## src/rtl/mpfe_pkg.sv

```systemverilog
`timescale 1ns / 1ps

package mpfe_pkg;

    localparam int POS_W   = 24;
    localparam int COUNT_W = 16;
    localparam int BYTE_W  = 8;

    localparam int FRAME_LEN = 13;
    localparam int IDX_W     = $clog2(FRAME_LEN);

    localparam logic [BYTE_W-1:0] SYNC0        = 8'h7E;
    localparam logic [BYTE_W-1:0] SYNC1        = 8'hE7;
    localparam logic [BYTE_W-1:0] CMD_POSITION = 8'h01;

    localparam logic [IDX_W-1:0] IDX_SYNC0 = 4'd0;
    localparam logic [IDX_W-1:0] IDX_SYNC1 = 4'd1;
    localparam logic [IDX_W-1:0] IDX_CMD   = 4'd2;
    localparam logic [IDX_W-1:0] IDX_XH    = 4'd3;
    localparam logic [IDX_W-1:0] IDX_XL    = 4'd4;
    localparam logic [IDX_W-1:0] IDX_YH    = 4'd5;
    localparam logic [IDX_W-1:0] IDX_YL    = 4'd6;
    localparam logic [IDX_W-1:0] IDX_CS    = 4'd12;

    localparam logic REG_MAX_POSITION = 1'b0;
    localparam logic REG_MIN_POSITION = 1'b1;

    localparam logic signed [POS_W-1:0] MAX_POSITION_RESET = 24'sd386560;
    localparam logic signed [POS_W-1:0] MIN_POSITION_RESET = -24'sd386560;

    localparam int QUEUE_DEPTH = 2;

    typedef struct packed {
        logic [COUNT_W-1:0] cy;
        logic [COUNT_W-1:0] cx;
    } counts_t;

endpackage

```

## src/rtl/mpfe_queue.sv

```systemverilog
`timescale 1ns / 1ps

module mpfe_queue #(
    parameter int WIDTH = 32,
    parameter int DEPTH = 2
) (
    input  logic             aclk,
    input  logic             aresetn,
    input  logic             in_valid,
    output logic             in_ready,
    input  logic [WIDTH-1:0] in_data,
    output logic             out_valid,
    input  logic             out_ready,
    output logic [WIDTH-1:0] out_data
);

    localparam int PW = (DEPTH > 1) ? $clog2(DEPTH) : 1;
    localparam int CW = $clog2(DEPTH + 1);

    logic [WIDTH-1:0] slot_reg [DEPTH];
    logic [PW-1:0]    wr_ptr_reg, wr_ptr_next;
    logic [PW-1:0]    rd_ptr_reg, rd_ptr_next;
    logic [CW-1:0]    count_reg, count_next;
    logic             push, pop;

    assign in_ready  = (count_reg != CW'(DEPTH));
    assign out_valid = (count_reg != '0);
    assign out_data  = slot_reg[rd_ptr_reg];
    assign push      = in_valid && in_ready;
    assign pop       = out_valid && out_ready;

    always_comb begin
        wr_ptr_next = wr_ptr_reg;
        rd_ptr_next = rd_ptr_reg;
        count_next  = count_reg;
        if (push) begin
            wr_ptr_next = (wr_ptr_reg == PW'(DEPTH - 1)) ? '0 : wr_ptr_reg + PW'(1);
        end
        if (pop) begin
            rd_ptr_next = (rd_ptr_reg == PW'(DEPTH - 1)) ? '0 : rd_ptr_reg + PW'(1);
        end
        if (push && !pop) begin
            count_next = count_reg + CW'(1);
        end else if (pop && !push) begin
            count_next = count_reg - CW'(1);
        end
    end

    always_ff @(posedge aclk) begin
        if (!aresetn) begin
            wr_ptr_reg <= '0;
            rd_ptr_reg <= '0;
            count_reg  <= '0;
        end else begin
            wr_ptr_reg <= wr_ptr_next;
            rd_ptr_reg <= rd_ptr_next;
            count_reg  <= count_next;
        end
    end

    always_ff @(posedge aclk) begin
        if (push) begin
            slot_reg[wr_ptr_reg] <= in_data;
        end
    end

endmodule

```

## src/rtl/mpfe_front.sv

```systemverilog
`timescale 1ns / 1ps

module mpfe_front (
    input  logic                   aclk,
    input  logic                   aresetn,
    input  logic                   cfg_we,
    input  logic                   cfg_addr,
    input  logic [23:0]            cfg_wdata,
    input  logic                   s_tvalid,
    output logic                   s_tready,
    input  logic [47:0]            s_tdata,
    output logic                   push_valid,
    input  logic                   push_ready,
    output mpfe_pkg::counts_t      push_data
);

    logic signed [mpfe_pkg::POS_W-1:0] max_pos_reg, min_pos_reg;
    logic signed [mpfe_pkg::POS_W-1:0] pos_x, pos_y;
    logic signed [mpfe_pkg::POS_W-1:0] clamp_x_next, clamp_y_next;
    logic signed [mpfe_pkg::POS_W-1:0] clamp_x_reg, clamp_y_reg;
    logic                              v1_reg, v2_reg;
    logic                              ready1, ready2;
    mpfe_pkg::counts_t                 counts_next, counts_reg;

    function automatic logic signed [mpfe_pkg::POS_W-1:0] clamp(
        input logic signed [mpfe_pkg::POS_W-1:0] p,
        input logic signed [mpfe_pkg::POS_W-1:0] hi,
        input logic signed [mpfe_pkg::POS_W-1:0] lo
    );
        logic signed [mpfe_pkg::POS_W-1:0] t;
        t = (p > hi) ? hi : p;
        t = (t < lo) ? lo : t;
        return t;
    endfunction

    // Counts of 0.05 are raw * 5 / 64, rounded half away from zero and saturated.
    function automatic logic [mpfe_pkg::COUNT_W-1:0] to_counts(
        input logic signed [mpfe_pkg::POS_W-1:0] p
    );
        logic signed [26:0] n;
        logic [25:0]        mag;
        logic [26:0]        rounded;
        logic [20:0]        q;
        logic [20:0]        neg_q;
        logic [mpfe_pkg::COUNT_W-1:0] res;
        n       = (27'(p) <<< 2) + 27'(p);
        mag     = n[26] ? 26'(-n) : n[25:0];
        rounded = {1'b0, mag} + 27'd32;
        q       = rounded[26:6];
        neg_q   = 21'd0 - q;
        if (n[26]) begin
            res = (q > 21'd32768) ? 16'h8000 : neg_q[15:0];
        end else begin
            res = (q > 21'd32767) ? 16'h7FFF : q[15:0];
        end
        return res;
    endfunction

    assign pos_x = s_tdata[23:0];
    assign pos_y = s_tdata[47:24];

    assign ready2     = !v2_reg || push_ready;
    assign ready1     = !v1_reg || ready2;
    assign s_tready   = ready1;
    assign push_valid = v2_reg;
    assign push_data  = counts_reg;

    assign clamp_x_next = clamp(pos_x, max_pos_reg, min_pos_reg);
    assign clamp_y_next = clamp(pos_y, max_pos_reg, min_pos_reg);

    always_comb begin
        counts_next.cx = to_counts(clamp_x_reg);
        counts_next.cy = to_counts(clamp_y_reg);
    end

    always_ff @(posedge aclk) begin
        if (!aresetn) begin
            max_pos_reg <= mpfe_pkg::MAX_POSITION_RESET;
            min_pos_reg <= mpfe_pkg::MIN_POSITION_RESET;
        end else if (cfg_we) begin
            case (cfg_addr)
                mpfe_pkg::REG_MAX_POSITION: max_pos_reg <= cfg_wdata;
                mpfe_pkg::REG_MIN_POSITION: min_pos_reg <= cfg_wdata;
                default: ;
            endcase
        end
    end

    always_ff @(posedge aclk) begin
        if (!aresetn) begin
            v1_reg <= 1'b0;
            v2_reg <= 1'b0;
        end else begin
            if (ready1) begin
                v1_reg <= s_tvalid;
            end
            if (ready2) begin
                v2_reg <= v1_reg;
            end
        end
    end

    always_ff @(posedge aclk) begin
        if (ready1) begin
            clamp_x_reg <= clamp_x_next;
            clamp_y_reg <= clamp_y_next;
        end
        if (ready2) begin
            counts_reg <= counts_next;
        end
    end

endmodule

```

## src/rtl/mpfe_back.sv

```systemverilog
`timescale 1ns / 1ps

module mpfe_back (
    input  logic              aclk,
    input  logic              aresetn,
    input  logic              frame_valid,
    output logic              frame_pop,
    input  mpfe_pkg::counts_t frame_data,
    output logic              m_tvalid,
    input  logic              m_tready,
    output logic [7:0]        m_tdata,
    output logic              m_tlast
);

    logic [mpfe_pkg::IDX_W-1:0]  idx_reg, idx_next;
    logic                        m_tvalid_reg;
    logic [mpfe_pkg::BYTE_W-1:0] m_tdata_reg, byte_next;
    logic                        m_tlast_reg;
    logic                        out_load, emit, is_last;
    logic [mpfe_pkg::BYTE_W-1:0] checksum;

    assign out_load  = !m_tvalid_reg || m_tready;
    assign emit      = out_load && frame_valid;
    assign is_last   = (idx_reg == mpfe_pkg::IDX_CS);
    assign frame_pop = emit && is_last;
    assign idx_next  = is_last ? '0 : idx_reg + mpfe_pkg::IDX_W'(1);

    assign checksum = ~(mpfe_pkg::CMD_POSITION + frame_data.cx[15:8] + frame_data.cx[7:0]
                        + frame_data.cy[15:8] + frame_data.cy[7:0]);

    always_comb begin
        case (idx_reg)
            mpfe_pkg::IDX_SYNC0: byte_next = mpfe_pkg::SYNC0;
            mpfe_pkg::IDX_SYNC1: byte_next = mpfe_pkg::SYNC1;
            mpfe_pkg::IDX_CMD:   byte_next = mpfe_pkg::CMD_POSITION;
            mpfe_pkg::IDX_XH:    byte_next = frame_data.cx[15:8];
            mpfe_pkg::IDX_XL:    byte_next = frame_data.cx[7:0];
            mpfe_pkg::IDX_YH:    byte_next = frame_data.cy[15:8];
            mpfe_pkg::IDX_YL:    byte_next = frame_data.cy[7:0];
            mpfe_pkg::IDX_CS:    byte_next = checksum;
            default:             byte_next = '0;
        endcase
    end

    always_ff @(posedge aclk) begin
        if (!aresetn) begin
            idx_reg      <= '0;
            m_tvalid_reg <= 1'b0;
        end else begin
            if (out_load) begin
                m_tvalid_reg <= frame_valid;
            end
            if (emit) begin
                idx_reg <= idx_next;
            end
        end
    end

    always_ff @(posedge aclk) begin
        if (emit) begin
            m_tdata_reg <= byte_next;
            m_tlast_reg <= is_last;
        end
    end

    assign m_tvalid = m_tvalid_reg;
    assign m_tdata  = m_tdata_reg;
    assign m_tlast  = m_tlast_reg;

endmodule

```

## src/rtl/mirror_position_frame_encoder.sv

```systemverilog
`timescale 1ns / 1ps

// Mirror position frame encoder.
// Each request on the slave stream carries an X and a Y position, signed with
// 8 fractional bits. Both are clamped to max_position and then min_position,
// converted to counts of 0.05 and sent as a 13-byte command frame on the
// master stream, one byte per beat, with tlast on the trailing checksum byte.
// The clamp limits are written through the cfg_we/cfg_addr/cfg_wdata port;
// the user must write them only while the block is idle, as the block does
// not enforce this; index 0 is max_position and index 1 is min_position.
// The first byte of a frame passes the clamp, counts, queue and output
// registers in turn, then the output sends one byte per cycle while m_tready
// is high. A two-stage front pipeline and a small queue keep accepting
// requests while a frame is sent. A synchronous active-low reset empties the
// pipeline, the queue and the output register and restores the limits to
// +1510.0 and -1510.0. When the receiver stalls, the current byte holds on
// m_tdata, the queue fills and s_tready then falls until room opens up again.
module mirror_position_frame_encoder #(
    parameter int QUEUE_DEPTH = mpfe_pkg::QUEUE_DEPTH
) (
    input  logic        aclk,
    input  logic        aresetn,
    input  logic        cfg_we,
    input  logic        cfg_addr,
    input  logic [23:0] cfg_wdata,
    input  logic        s_tvalid,
    output logic        s_tready,
    input  logic [47:0] s_tdata,   // pos_x [23:0], pos_y [47:24]
    output logic        m_tvalid,
    input  logic        m_tready,
    output logic [7:0]  m_tdata,   // frame_byte [7:0]
    output logic        m_tlast
);

    logic              push_valid, push_ready;
    mpfe_pkg::counts_t push_data;
    logic              frame_valid, frame_pop;
    mpfe_pkg::counts_t frame_data;

    mpfe_front u_front (
        .aclk       (aclk),
        .aresetn    (aresetn),
        .cfg_we     (cfg_we),
        .cfg_addr   (cfg_addr),
        .cfg_wdata  (cfg_wdata),
        .s_tvalid   (s_tvalid),
        .s_tready   (s_tready),
        .s_tdata    (s_tdata),
        .push_valid (push_valid),
        .push_ready (push_ready),
        .push_data  (push_data)
    );

    mpfe_queue #(
        .WIDTH ($bits(mpfe_pkg::counts_t)),
        .DEPTH (QUEUE_DEPTH)
    ) u_queue (
        .aclk      (aclk),
        .aresetn   (aresetn),
        .in_valid  (push_valid),
        .in_ready  (push_ready),
        .in_data   (push_data),
        .out_valid (frame_valid),
        .out_ready (frame_pop),
        .out_data  (frame_data)
    );

    mpfe_back u_back (
        .aclk        (aclk),
        .aresetn     (aresetn),
        .frame_valid (frame_valid),
        .frame_pop   (frame_pop),
        .frame_data  (frame_data),
        .m_tvalid    (m_tvalid),
        .m_tready    (m_tready),
        .m_tdata     (m_tdata),
        .m_tlast     (m_tlast)
    );

endmodule

```

## config.mk

```make
export PLATFORM = sky130hd
export DESIGN_NAME = mirror_position_frame_encoder
export DESIGN_NICKNAME = d
export VERILOG_FILES = /design/src/rtl/mpfe_pkg.sv /design/src/rtl/mpfe_queue.sv /design/src/rtl/mpfe_front.sv /design/src/rtl/mpfe_back.sv /design/src/rtl/mirror_position_frame_encoder.sv
export SDC_FILE = /design/constraint.sdc
export NUM_CORES = 1
export LEC_CHECK = 0
export BUFFER_PORTS_ARGS = -buffer_cell sky130_fd_sc_hd__buf_2
export CAP_MARGIN = 20
export CORE_MARGIN = 2
export CORE_UTILIZATION = 50
export CTS_BUF_LIST = sky130_fd_sc_hd__clkbuf_4 sky130_fd_sc_hd__clkbuf_8
export CTS_CLUSTER_DIAMETER = 120
export DETAILED_ROUTE_END_ITERATION = 7
export PLACE_DENSITY = 0.67
export SYNTH_ARGS = -nofsm -noshare
export SYNTH_HDL_FRONTEND = slang
export SYNTH_SLANG_ARGS = --single-unit
```

## constraint.sdc

```tcl
create_clock -name aclk -period 13.68 [get_ports aclk]
set_clock_uncertainty 0.05 [all_clocks]
set_input_delay 1.368 -clock aclk [delete_from_list [all_inputs] [get_ports aclk]]
set_output_delay 1.368 -clock aclk [all_outputs]
set_load 0.005 [all_outputs]
```

==> results.json, run 1 <==
{
  "outcome": "complete, no violations",
  "floorplan.initialDensity_pct": 50.4,
  "grt_pass1_wl_mm": 72.7,
  "post_drt_wl_per_cell_um": 18.1,
  "setup_slack_ps": 6850,
  "seqPwrFrac_pct": 25.9,
  "syn_area_um2": 17800,
  "synth_area_leaders": "edfxtp_1 26%, ha_1 11%, dfxtp_1 6.7%",
  "cts_tree": "done",
  "yosysWarnings": 0,
  "ctsHoldBuffers": 0,
  "peakVddDrop_v": 0.0000922,
  "synth_adder_area_share_pct": 12.9,
  "clock_latency_ps": 550,
  "tightest_slew_ps": 1070,
  "syn_to_final_growth_pct": 9.61,
  "cp-start-kind": "primary input",
  "required_ps": 13920,
  "post_dp_cell_area_um2": 18700,
  "fin_setup_tns_ps": 0,
  "internal_power_mw": 2.00,
  "fin_area_um2": 19500,
  "synthMuxAreaShare_pct": 7.16,
  "finalCriticalPeriod_ps": 6830,
  "antenna_found_initial": 0,
  "p_sw_mw": 1.51,
  "grt.overflow.total": 0,
  "cellPowerDensity_nw_per_um2": 180,
  "post-route-period-util_pct": 50.0,
  "worst_hold_slack_ps": 386,
  "synth_cell_types": 92,
  "pre_cts_ws_ps": 6420,
  "viasPerCell": 5.98,
  "p_comb_share_pct": 55.8,
  "fin_util_pct": 55.3,
  "synth_top_family_by_area": "compound AO/OA/AOI/OAI gates",
  "path_class": "in2reg",
  "numCtsBuffers": 39,
  "clockRootBuffer": "clkbuf_8",
  "synth-simple-area-share_pct": 17.4,
  "reg2reg_to": "u_front.clamp_y_reg[4]",
  "cts_resized": 0,
  "fin_cells": 2500,
  "r2r_setup_slack_ps": 7360,
  "critPathMaxFanout": 24,
  "grt_max_degree": 61,
  "ant_nets": 0,
  "end_kind": "register",
  "crit_start": "s_tdata[45]",
  "core_um2": 35300,
  "numPlacedInstances": 2427,
  "fmax_ghz": 0.146,
  "hold_viol": 0,
  "io_buffers": 88,
  "synth_edf_count": 153,
  "h-tree-depth": 2,
  "synthFlopType": "edfxtp_1",
  "slowest_stage": "a32oi_2",
  "largest_reg_flops": 64,
  "drtIter0Drc": 826,
  "synthCells": 1944,
  "path_common_cell": "a21o_1",
  "crit_end": "u_front.clamp_y_reg[4]",
  "p_leak_nw": 7.74,
  "r2r-start": "u_front.max_pos_reg[17]",
  "firstDrtPassIters": 5,
  "synthXorXnorAreaFrac_pct": 4.87,
  "grt_use_total_pct": 24.3,
  "avgSynthCellArea_um2": 9.16,
  "setup_viol": 0,
  "max_stage_delay_ps": 430,
  "cts.sinks": 213,
  "antennaDiodeCount": 0,
  "hold_class": "reg2reg",
  "cts.clk_slew.worst_paths_ps": 60,
  "row_count": 69,
  "die-height_um": 193,
  "p_clk_share_pct": 18.3,
  "finalPower_mw": 3.51,
  "synthesis.nets": 2196,
  "ys_ff_latch": 213,
  "io_pins": 89,
  "synth_compound_area_share_pct": 21.3,
  "rr_worst_depth": 25,
  "die_x_um": 193,
  "seq_area_frac_synth_pct": 32.6,
  "drive_gt1_share_pct": 15.4,
  "slew_headroom_pct": 28.4,
  "post_cts_buffers": 0,
  "async_reset_ff_share_pct": 0,
  "power_switching_share_pct": 43.0,
  "die-area_um2": 37100,
  "cp.arrival_ps": 7070,
  "nets": 2260,
  "drv_slew": 0,
  "cap_violations": 0,
  "wirelength_mm": 45.2,
  "place.detailed.hpwl_mm": 34.9,
  "yosys.area.top_type": "edfxtp_1",
  "first_global_vias": 14546,
  "synth.top_cell.area_share_pct": 25.8,
  "drc": 0,
  "rsz0062_at_grt": "no",
  "vias": 14945,
  "cts_buffer_depth": 3,
  "gp_congestion": 0.909
}
Yosys cell counts (50+ instances only):
cell type / instances
mux2_2: 91
a21oi_1: 113
clkbuf_1: 76
o21ai_0: 95
xnor2_1: 68
nand2_1: 188
a21o_1: 57
ha_1: 158
dfxtp_1: 60
nor2_1: 91
inv_1: 95
nor3_1: 50
edfxtp_1: 153
metal layers:
layer  up-vias  global-route usage (%)  part of all wire [%]
met2       385                    42.9                    49
li1       7449                       -                     -
met4         0                    8.78                   3.0
met3        77                    3.40                   4.5
met1      7034                    30.1                    44
met5         -                       0                     0
power by group through the flow:
stage / sequential (mW) / clock (mW) / combinational, mW
after floorplan: 0.889 / 0 / 1.55
after global placement: 0.918 / 0 / 1.88
after detailed placement: 0.923 / 0 / 1.93
after CTS: 0.910 / 0.659 / 1.94
after global routing: 0.921 / 0.684 / 2.18
final: 0.908 / 0.643 / 1.96
final cells by class:
| cell class | count | area, um2 |
|---|---|---|
| Inverter | 96 | 360 |
| Clock inverter | 14 | 148 |
| Timing Repair Buffer | 107 | 591 |
| Fill cell | 3275 | 15800 |
| Multi-Input combinational cell | 1551 | 11400 |
| Clock buffer | 58 | 686 |
| Sequential cell | 213 | 5800 |
| Tap cell | 461 | 577 |
logic make-up (layout without fill, tap and decap cells):
group           count (synthesis)  count (layout)
xor+xnor                       99              99
compound gates                551             551
simple gates                  611             611
buf+inv                       180             275
mux                           116             116
flops                         213             213
fa+ha+maj                     174             174
critical path: cells and delay by family:
kind	cells	cell delay, ps
compound gates	13	2900
mux	3	1050
fa+ha+maj	2	620
simple gates	4	300
buf+inv	3	820
how the worst min path moves through the flow:
stage                               start                      end  cells past startpoint
floorplan            u_front.push_data[0]   u_queue.slot_reg[0][0]                      0
detailed placement  u_front.push_data[28]  u_queue.slot_reg[1][28]                      0
finish              u_front.push_data[29]  u_queue.slot_reg[1][29]                      0
global route        u_front.push_data[24]  u_queue.slot_reg[0][24]                      0
global placement    u_front.push_data[22]  u_queue.slot_reg[1][22]                      0
CTS                 u_front.push_data[29]  u_queue.slot_reg[1][29]                      0
cells in the final DEF (no fill, tap or decap), drive strengths merged, types with 13 or more instances in the layout:
master / synthesis / layout
buf: 8 / 106
ha: 158 / 158
o21ai: 98 / 98
o211ai: 31 / 31
nor4: 20 / 20
nand2: 188 / 188
a21o: 57 / 57
xnor2: 68 / 68
or3: 23 / 23
nand3: 44 / 44
a21boi: 41 / 41
and3: 22 / 22
mux2: 91 / 91
a31oi: 22 / 22
clkbuf: 76 / 59
mux2i: 25 / 25
nor2b: 23 / 23
fa: 16 / 16
and2: 21 / 21
a21oi: 114 / 114
or2: 25 / 25
inv: 95 / 95
o21a: 22 / 22
a311oi: 13 / 13
dfxtp: 60 / 60
nand4: 39 / 39
nand2b: 28 / 28
nor2: 92 / 92
nor3: 52 / 52
edfxtp: 153 / 153
xor2: 31 / 31
No activity file was read; power rests on OpenSTA's default activity.
==> inputs of run 2 (changes only) <==
- ABC_AREA: default -> 1
- PLACE_DENSITY: 0.67 -> 0.7
- clock period: 13.68 -> 6 ns (I/O delays scaled with it)
==> run 2 against run 1 <==
Net effect:
- setup slack worse by 6100 ps
- synthesized cell count increased by 32%
- die area rose by 4.0%
- combinational power rose to 3.5 times the previous value
- final area is 3.4% higher
- flip-flop and latch count unchanged
- sequential share of layout area shrank 0.97 points
- sequential power grew 140%
- largest cell class unchanged
- largest power group unchanged
==> results.json, run 2 <==
{
  "outcome": "complete, no violations",
  "yosysWarnings": 0,
  "post_drt_wl_per_cell_um": 14.8,
  "fmax_ghz": 0.191,
  "path_class": "reg2reg",
  "core_um2": 36500,
  "layout_common_cells": "802 x nand2_1, 297 x inv_1, 219 x nand3_1, 158 x ha_1, 153 x edfxtp_1",
  "viasPerCell": 5.28,
  "grt_pass1_wl_mm": 77.2,
  "die-height_um": 197,
  "fin_cells": 3152,
  "antenna_found_initial": 0,
  "wirelength_mm": 46.8,
  "syn_area_um2": 18500,
  "fill_cells": 3507,
  "ys_ff_latch": 213,
  "yosys.area.top_type": "edfxtp_1",
  "die-area_um2": 38600,
  "async_reset_ff_share_pct": 0,
  "busiest_layer": "met2",
  "cp.arrival_ps": 5490,
  "p_leak_nw": 9.75,
  "row_count": 70,
  "peakVddDrop_v": 0.000213,
  "ctsHoldBuffers": 0,
  "firstDrtPassIters": 5,
  "seq_area_frac_synth_pct": 31.3,
  "critPathMaxFanout": 31,
  "required_ps": 6260,
  "synth_commonest_cells": "803 x nand2_1, 297 x inv_1, 219 x nand3_1, 158 x ha_1, 153 x edfxtp_1",
  "grt.overflow.total": 0,
  "cts.clk_slew.worst_paths_ps": 60,
  "cap_violations": 0,
  "synthCells": 2572,
  "cellPowerDensity_nw_per_um2": 523,
  "synth.top_cell.area_share_pct": 24.8,
  "grtUsageMet1_pct": 28.9,
  "floorplan.initialDensity_pct": 50.8,
  "io_buffers": 88,
  "finalCriticalPeriod_ps": 5230,
  "numPlacedInstances": 3081,
  "drive_gt1_share_pct": 12.0,
  "use_met3_pct": 2.87,
  "nets": 2906,
  "yosysMostFrequentCell": "nand2_1",
  "tightest_slew_ps": 1120,
  "end_kind": "register",
  "pre_cts_ws_ps": 496,
  "first_global_vias": 15876,
  "final_common_cell": "nand2_1",
  "grt_max_degree": 57,
  "min_from": "cfg_wdata[10]",
  "cts_buffer_depth": 3,
  "setup_viol": 0,
  "fin_setup_tns_ps": 0,
  "ant_nets": 0,
  "synthFlopType": "edfxtp_1",
  "drtIter0Drc": 843,
  "fin_util_pct": 55.2,
  "clock_latency_ps": 570,
  "drv_slew": 0,
  "clockRootBuffer": "clkbuf_8",
  "cts_resized": 0,
  "place.detailed.hpwl_mm": 37.5,
  "gp_congestion": 0.902,
  "hold_viol": 0,
  "rsz0062_at_grt": "no",
  "post-route-period-util_pct": 87.1,
  "cts_tree": "done",
  "syn_to_final_growth_pct": 8.83,
  "vias": 16647,
  "avgSynthCellArea_um2": 7.21,
  "cp-start-kind": "register",
  "grt_use_total_pct": 24.5,
  "drc": 0,
  "largest_reg_flops": 64,
  "numCtsBuffers": 38,
  "crit_start": "u_front.max_pos_reg[23]",
  "worst_hold_slack_ps": 229,
  "synth_area_leaders": "edfxtp_1 25%, nand2_1 16%, ha_1 11%",
  "setup_slack_ps": 771,
  "r2r-start": "u_front.max_pos_reg[23]",
  "h-tree-depth": 2,
  "post_cts_buffers": 0,
  "multi_input_area_um2": 11200,
  "synth_cell_types": 62,
  "synth_edf_count": 153,
  "io_pins": 89,
  "hold_class": "in2reg",
  "seq_area_um2": 5800,
  "die_x_um": 197,
  "use_met2_pct": 46.9,
  "slew_headroom_pct": 24.6,
  "cts.sinks": 213,
  "synthesis.nets": 2824,
  "antennaDiodeCount": 0
}
## run 2: routing by layer
metal  share of wire, %  up-vias
li1                   -     8765
met1                 43     7499
met2                 51      321
met3                3.5       62
met4                2.2        0
met5                  0        -
## run 2: logic make-up (layout without fill, tap and decap cells)
kind of cell,count (synthesis),count (layout),share of synthesized area [%]
xor gates and xnor gates,44,44,2.38
muxes,10,10,0.540
buffers and inverters,383,495,8.21
and+or+nand+nor,1422,1422,35.4
adders and majority gates,174,174,12.4
AOI/OAI and AO/OA,326,326,9.80
DFF,213,213,31.3
## run 2: path summary, 6_finish.rpt
path,slack [ps],cells after the start,endpoint
worst max register to register,770,26,u_front.clamp_x_reg[6]
worst min register to register,390,0,u_queue.slot_reg[1][12]
worst max-delay path,770,26,u_front.clamp_x_reg[6]
worst min-delay path,230,3,u_front.max_pos_reg[10]
## run 2: layout make-up
cell class	instances	area share, %
Multi-Input combinational cell	1976	55.7
Sequential cell	213	28.7
Inverter	316	5.88
Clock buffer	59	3.50
Timing Repair Buffer	109	2.96
Tap cell	468	2.90
Clock inverter	11	0.378
## run 2: worst max-delay path, cell delays in order, from the launching register on
cell and delay [ps]:
dfxtp_1 300, inv_1 110, ha_1 360, nand2_1 70, inv_1 60, nand3_1 80, inv_1 60, nand2_1 70
nor4_1 240, nand2_1 100, nand3_1 90, xnor2_1 140, nand2_1 520, buf_4 410, nand2_1 70, o21ai_0 140
ha_1 350, nand2_1 60, o21ai_0 180, nand2_1 90, a31oi_1 160, a211oi_1 80, nand3_1 110, buf_4 260
nand2_1 530, nand2_1 210, nand2_1 70
## run 2: where the power goes
group | total, mW | internal (mW) | switching, mW
registers | 2.21 | 2.01 | 0.196
clock network | 1.40 | 0.792 | 0.610
logic | 6.94 | 2.21 | 4.73
total | 10.6 | 5.01 | 5.54
## run 2: through the flow
step | area [um2] | total power, mW
3_5_place_dp | 19400 | 9.14
6_report | 20200 | 10.6
4_1_cts | 20200 | 10.6
2_1_floorplan | 18500 | 7.90
3_3_place_gp | 19400 | 8.96
5_1_grt | 20200 | 11.7
